[src/saers_pkg.sv]
// Package for the sorted-array equal-range search block.
// Holds op and status codes, field widths and the command type shared by
// the front queue and the search engine. No dependencies.
package saers_pkg;

    localparam int OP_W    = 2;
    localparam int DATA_W  = 32;
    localparam int INDEX_W = 10;
    localparam int STATUS_W = 2;

    localparam logic [OP_W-1:0] OP_APPEND = 2'd0;
    localparam logic [OP_W-1:0] OP_QUERY  = 2'd1;
    localparam logic [OP_W-1:0] OP_CLEAR  = 2'd2;

    localparam logic [STATUS_W-1:0] ST_OK        = 2'd0;
    localparam logic [STATUS_W-1:0] ST_NOT_FOUND = 2'd1;
    localparam logic [STATUS_W-1:0] ST_FULL      = 2'd2;

    localparam int QUEUE_DEPTH = 2;
    localparam int QPTR_W      = $clog2(QUEUE_DEPTH);
    localparam int QCNT_W      = $clog2(QUEUE_DEPTH + 1);

    typedef enum logic [1:0] {
        CMD_APPEND,
        CMD_QUERY,
        CMD_CLEAR,
        CMD_NOP
    } cmd_kind_t;

    typedef struct packed {
        cmd_kind_t                 kind;
        logic signed [DATA_W-1:0]  value;
    } cmd_t;

endpackage

[src/saers_front.sv]
// Front end: accepts input transfers, decodes the op into a command kind
// and buffers commands in a short queue for the search engine. Uses saers_pkg.
module saers_front
    import saers_pkg::*;
(
    input  logic                      aclk,
    input  logic                      aresetn,
    input  logic                      s_valid,
    output logic                      s_ready,
    input  logic [OP_W-1:0]           s_op,
    input  logic signed [DATA_W-1:0]  s_value,
    output logic                      cmd_valid,
    output cmd_t                      cmd,
    input  logic                      cmd_pop
);

    cmd_t              queue_reg [QUEUE_DEPTH];
    logic [QPTR_W-1:0] wr_ptr_reg;
    logic [QPTR_W-1:0] rd_ptr_reg;
    logic [QCNT_W-1:0] fill_reg;
    logic              push;
    logic              pop;
    cmd_t              cmd_in;

    always_comb begin
        cmd_in.value = s_value;
        unique case (s_op)
            OP_APPEND: cmd_in.kind = CMD_APPEND;
            OP_QUERY:  cmd_in.kind = CMD_QUERY;
            OP_CLEAR:  cmd_in.kind = CMD_CLEAR;
            default:   cmd_in.kind = CMD_NOP;
        endcase
    end

    assign s_ready   = (fill_reg != QCNT_W'(QUEUE_DEPTH));
    assign push      = s_valid && s_ready;
    assign cmd_valid = (fill_reg != '0);
    assign pop       = cmd_pop && cmd_valid;
    assign cmd       = queue_reg[rd_ptr_reg];

    always_ff @(posedge aclk) begin
        if (push) begin
            queue_reg[wr_ptr_reg] <= cmd_in;
        end
    end

    always_ff @(posedge aclk) begin
        if (!aresetn) begin
            wr_ptr_reg <= '0;
            rd_ptr_reg <= '0;
            fill_reg   <= '0;
        end else begin
            if (push) begin
                wr_ptr_reg <= wr_ptr_reg + 1'b1;
            end
            if (pop) begin
                rd_ptr_reg <= rd_ptr_reg + 1'b1;
            end
            if (push && !pop) begin
                fill_reg <= fill_reg + 1'b1;
            end else if (pop && !push) begin
                fill_reg <= fill_reg - 1'b1;
            end
        end
    end

endmodule

[config.mk]
export PLATFORM = sky130hd
export DESIGN_NAME = saers_front
export DESIGN_NICKNAME = d
export VERILOG_FILES = /design/src/saers_pkg.sv /design/src/saers_front.sv
export SDC_FILE = /design/constraint.sdc
export NUM_CORES = 1
export LEC_CHECK = 0
export BUFFER_PORTS_ARGS = -buffer_cell sky130_fd_sc_hd__buf_2
export CORE_MARGIN = 2
export CORE_UTILIZATION = 35
export DETAILED_ROUTE_END_ITERATION = 16
export PLACE_DENSITY_LB_ADDON = 0.25
export SYNTH_ARGS = -nofsm -noshare
export SYNTH_HDL_FRONTEND = slang
export SYNTH_SLANG_ARGS = --single-unit
[constraint.sdc]
create_clock -name aclk -period 2.2 [get_ports aclk]
set_clock_uncertainty 0.2 [all_clocks]
set_input_delay 0.33 -clock aclk [delete_from_list [all_inputs] [get_ports aclk]]
set_output_delay 0.33 -clock aclk [all_outputs]
set_load 0.01 [all_outputs]
# --- Word-level counts from Yosys, hierarchy flattened ---
# Memory sizes are Yosys's and may differ from the RTL's. A register that Yosys moved wholly into a read port is not among the register bits.
# Index checks and enable logic that the tools add are counted.
totals:
  out_inout_bits: 36
  reg_bits: 4
  n_memories: 1
  ramBits: 68
  wordCells: 27
classes:
  reduce_logical: 9
  add_sub_neg: 4
  n_eq_ne: 3
  muxes: 7
mem_list:
  columns: ["memory", "depth", "word_bits", "read_ports", "rd_ports_with_merged_regs", "wr", "line_no", "text"]
  rows:
  - ["queue_reg", 2, 34, 1, 1, 1, "saers_front.sv:17", "cmd_t queue_reg [QUEUE_DEPTH];"]
ops:
  columns: ["operator", "n"]
  rows:
  - ["$pmux 2 s3", 1]
  - ["$logic_and 1x1->1", 4]
  - ["$mux 1", 4]
  - ["$mux 2", 2]
  - ["$reduce_bool 2->1", 2]
  - ["$add 1x1->1 const B", 2]
  - ["$add 2x1->2 const B", 1]
  - ["$eq 2x1->1 const B", 1]
  - ["$eq 2x2->1 const B", 1]
  - ["$logic_not 1->1", 2]
  - ["$logic_not 2->1", 1]
  - ["$ne 2x2->1 const B", 1]
  - ["$sub 2x1->2 const B", 1]

# --- Logic depth before layout (Yosys ltp) ---
logic_depth:
  ltp_word: 6
  ltp_mapped: 6

# --- Worst setup path after synthesis ---
# No wires, ideal clock.
synth_timing:
  path_type: "flip-flop to flip-flop"
  start: "register fill_reg[0]"
  end: "memory queue_reg[1][0] (netlist name) (enable)"
  period_less_slack_ns: 2.048
  path_stages_with_launch: 3
  required_ns: 1.606
  path_buffers: 0
  arrival_ns: 1.453
  setup_slack_ns: 0.152
  setup_time_ns: 0.394
  cell_sequence: "dfxtp_1 nand2b_4 and3_1"
synth_between:
  elab_chain_cells: 4
synth_rtl:
  columns: ["element", "line_no", "text"]
  rows:
  - ["start, declared", "saers_front.sv:20", "logic [QCNT_W-1:0] fill_reg;"]
  - ["start signal, assigned", "saers_front.sv:60", "fill_reg <= fill_reg + 1'b1;"]
  - ["start signal, assigned", "saers_front.sv:62", "fill_reg <= fill_reg - 1'b1;"]
  - ["$ne 2x2->1", "saers_front.sv:35", "assign s_ready = (fill_reg != QCNT_W'(QUEUE_DEPTH));"]
  - ["via s_ready", "saers_front.sv:9", "output logic s_ready,"]
  - ["$logic_and 1x1->1", "saers_front.sv:36", "assign push = s_valid && s_ready;"]
  - ["$mux 1", "saers_front.sv:42", "if (push) begin"]
  - ["$mux 1 (implied by the code)", "saers_front.sv:43", "queue_reg[wr_ptr_reg] <= cmd_in;"]
  - ["end, declared", "saers_front.sv:17", null]
# The timed path passes the listed nets, and every way through them passes these cells.

==> impl_summary.md <==
Synthesis
The count of state elements after synthesis is 73. The portion of synthesized area spent on multiplexers is 0.1417. The number of warnings printed during yosys synthesis is 0. The main combinational cell family by area after synthesis is multiplexers. The parity-gate share of the synthesized area counting xor and xnor cells is 0.009722.

The cell area that synthesis handed to floorplanning was 0.002703 mm^2. The area fraction in compound gates after synthesis was 0.01296. The cell count after synthesis is 132. The post-synthesis area per instance is 20.47 um^2. The share of the Yosys chip area taken by registers is 0.7926. The synthesized-area fraction occupied by and/or/nand/nor cells is 0.02407. The number of nets in the synthesized netlist is 171. Yosys mapped the design onto 21 distinct sky130hd cell types.

The synthesized-area fraction occupied by adder cells is 0.004630.

Global route
The layer flagged by global routing as most heavily used is met2. The via count of the first global-routing pass came to 1608. For this run the aggregate overflow at the end of global routing stands at 0.

For met2 alone, demand over resource in global routing was 0.2022. The first global-routing pass estimated 7576 um of wire. For met3 alone, demand over resource in global routing was 0.02629.

Entering global routing, the biggest net connects 35 pins. The number of antenna violations at the first check in global routing is 0. In the global route stage, met1 resource usage came out at 0.1417.

In the global route stage, overall resource usage came out at 0.1209.

Die
The core area is 0.007607 mm^2. The floorplan has 32 rows. Pin placement for this block handled 74 I/O pins.

The die area is 0.008441 mm^2. The initial utilization of the core area, before any placement, comes to 0.3553. In this run the vertical extent of the chip is 91.88 um.

The die width is 91.88 um.

Worst setup path
STA classifies the critical path startpoint as a flip-flop. The endpoint identified for the worst register-to-register timing path is fill_reg[1]. The nature of the critical path endpoint is an output port. The required time of the worst setup path is 1.67 ns.

Together, buffers and inverters on the worst path number 2. The critical path goes through buf_12, mux2_2, buf_2. The worst-path cell with the longest stage delay is mux2_2. The worst setup path is of the flip-flop to output port kind. At the worst endpoint, the arrival time is 1.45 ns. The longest individual stage delay on the worst path is 0.37 ns. Setup slack on the worst reg-to-reg path comes out at 0.43 ns. The cell family with the largest share of critical-path delay is multiplexers. In this run the critical register-to-register path is launched from fill_reg[0]. The number of cells on the worst reg-to-reg path is 5.

Along the worst path, the maximum fanout reaches 34.

Layout
The area taken by flip-flops and latches is 0.002142 mm^2. At the end of the flow, the number of nets in the layout was 286. 0 antenna diodes ended up in the layout. The number of fillers in the final layout is 665.

The flip-flop count of the largest register, all copies and words added is 68. Of the cells placed in the final design, the portion with a size suffix greater than 1 is 0.5079. The library cell used most frequently in the layout, excluding fill and tap cells, is buf_2. The multi-input gate area in the final layout is 523.0 um^2. From synthesis to final layout, the design area changed by 39.58%.

In the layout the commonest cells are 73 x buf_2, 68 x edfxtp_1, 34 x mux2_2, 34 x dlygate4sd3_1, 9 x clkbuf_8.

Placement
At the end of routability-driven placement, the weighted congestion stood at 0.6911. In this run the tool buffered the top-level ports with 73 buffer cells. The half-perimeter wire length after placement is 3003 um.

Clock network
Buffers inserted during clock tree synthesis total 9. The post-CTS setup-driven buffer insertion count is 0. The root buffer cell chosen for the clock tree is clkbuf_8. The clock latency of the later-clocked register in the worst-skew pair is 0.33 ns. TritonCTS built the clock tree.

After clock tree synthesis, the clock-pin slew on the worst setup and hold paths is 0.07 ns. The number of clock sinks is 73. The buffer depth of the longest clock path is 2. The clock tree synthesis step divided the H-tree into 3 levels.

Drt
Detailed routing inserted a total of 1530 vias. The remaining number of nets flagged by the antenna check after routing is 0. The per-cell via count in the routed design is 4.322. In the final routed layout, each cell accounts on average for 13.78 um.

The total DRC errors in the routed layout is 0. The length of the first detailed-routing pass in iterations is 2. The violation count after the first detailed-route iteration is 37. The total length of routed wires is 4879 um.

Pwr
For this design the ratio of total power to cell area is 1045 mW/mm^2. The design internal power is 2.909 mW. The worst-case IR drop observed on VDD is 0.4886 mV.

The leakage dissipation is 1.426 nW. Of the total power, combinational logic draws 0.266. Of the total power, the share spent switching nets is 0.2619. The reported net switching power is 1.032 mW. The share of total power dissipated in sequential elements is 0.456.

The relative contribution of the clock network to total power is 0.278.

STA
Measured against its own limit, the worst slew margin works out to 0.8335. Based on the critical path, the design can be clocked at up to 0.5044 GHz. Counting I/O delays and the setup requirement, the final critical path takes 1.982 ns. The final count of pins violating max slew was 0.

Setup violations remaining at the end of the flow were counted as 0. Setup repair after global routing left no endpoint under its margin. The count of endpoints failing hold in the final timing report is 0. The setup total negative slack is 0 ns. The pin slew with the least headroom to its limit is 0.2481 ns. The final-layout worst hold slack is 0.05885 ns. The part of the cycle the worst path needs is 0.9011.

Min path
The path class of the lowest-slack min-delay path is primary input to flip-flop. The worst hold path passes through 2 cells. The worst hold path begins at aresetn.

Status
The run finished with clean final reports.

Job
The max-cap check violation count is 0.
[layer usage]
layer,wire [um],vias up
met5,0,-
met4,105,0
met3,165,9
met2,2431,41
met1,2177,744
li1,-,736
[how the worst max path moves through the flow]
stage / from / end / cells past startpoint
2_1_floorplan: fill_reg[0] / queue_reg[1][0] / 2
3_3_place_gp: fill_reg[0] / fill_reg[1] / 5
3_5_place_dp: fill_reg[0] / fill_reg[1] / 5
4_1_cts: flip-flop / cmd[17] / 3
5_1_grt: flip-flop / cmd[25] / 3
6_report: flip-flop / cmd[22] / 3
[timing repair]
item	CTS	global route
endpoints found under the hold margin	68	0
resized for setup	0	0
hold buffers	34	0
[cell usage after synthesis]
cell type,n,area share
a21boi_0,1,0.0028
or2_2,1,0.0023
clkbuf_1,2,0.0028
nand2b_4,1,0.0051
o21ai_0,1,0.0019
and3_1,1,0.0023
ha_1,1,0.0046
buf_2,1,0.0019
mux2_2,34,0.14
or3_1,1,0.0023
and2_1,4,0.0093
xor2_1,1,0.0032
nand3b_1,1,0.0028
inv_1,1,0.0014
dfxtp_1,5,0.037
buf_4,3,0.0083
edfxtp_1,68,0.76
a21bo_2,1,0.0037
xnor2_1,2,0.0065
a21boi_1,1,0.0028
o21ai_1,1,0.0019
[kinds of logic after synthesis]
kind of cell | count (synthesis)
xor gates and xnor gates | 3
AOI/OAI and AO/OA | 5
buffers and inverters | 7
DFF | 73
muxes | 34
adders and majority gates | 1
and+or+nand+nor | 9
[final cells by class]
class,count,area share
flip-flops and latches,73,0.5678
multi-input cells,52,0.1386
repair buffers,110,0.2030
clock inverters,6,0.02189
clock buffers,10,0.03383
inverters,1,0.0009950
well taps,102,0.03383
[through the flow]
stage / power [mW] / utilization / setup slack [ns] / cell area (um^2) / instances
after floorplan: 2.462 / - / 0.1522 / 2703 / 132
after global placement: 2.835 / 0.4235 / 0.4883 / 3222 / 304
after detailed placement: 2.852 / 0.4235 / 0.4431 / 3222 / 304
after CTS: 4.011 / 0.4959 / 0.1959 / 3772 / 354
after global routing: 4.137 / 0.4959 / 0.1777 / 3772 / 354
final: 3.942 / 0.4959 / 0.2176 / 3772 / 354
[power groups by stage]
stage	Combinational, mW	Clock (mW)	Sequential [mW]
floorplan	0.648	0	1.81
global placement	1.02	0	1.82
detailed placement	1.02	0	1.83
CTS	1.07	1.14	1.80
global route	1.14	1.18	1.82
finish	1.05	1.10	1.80
No activity file was read; power rests on OpenSTA's default activity.
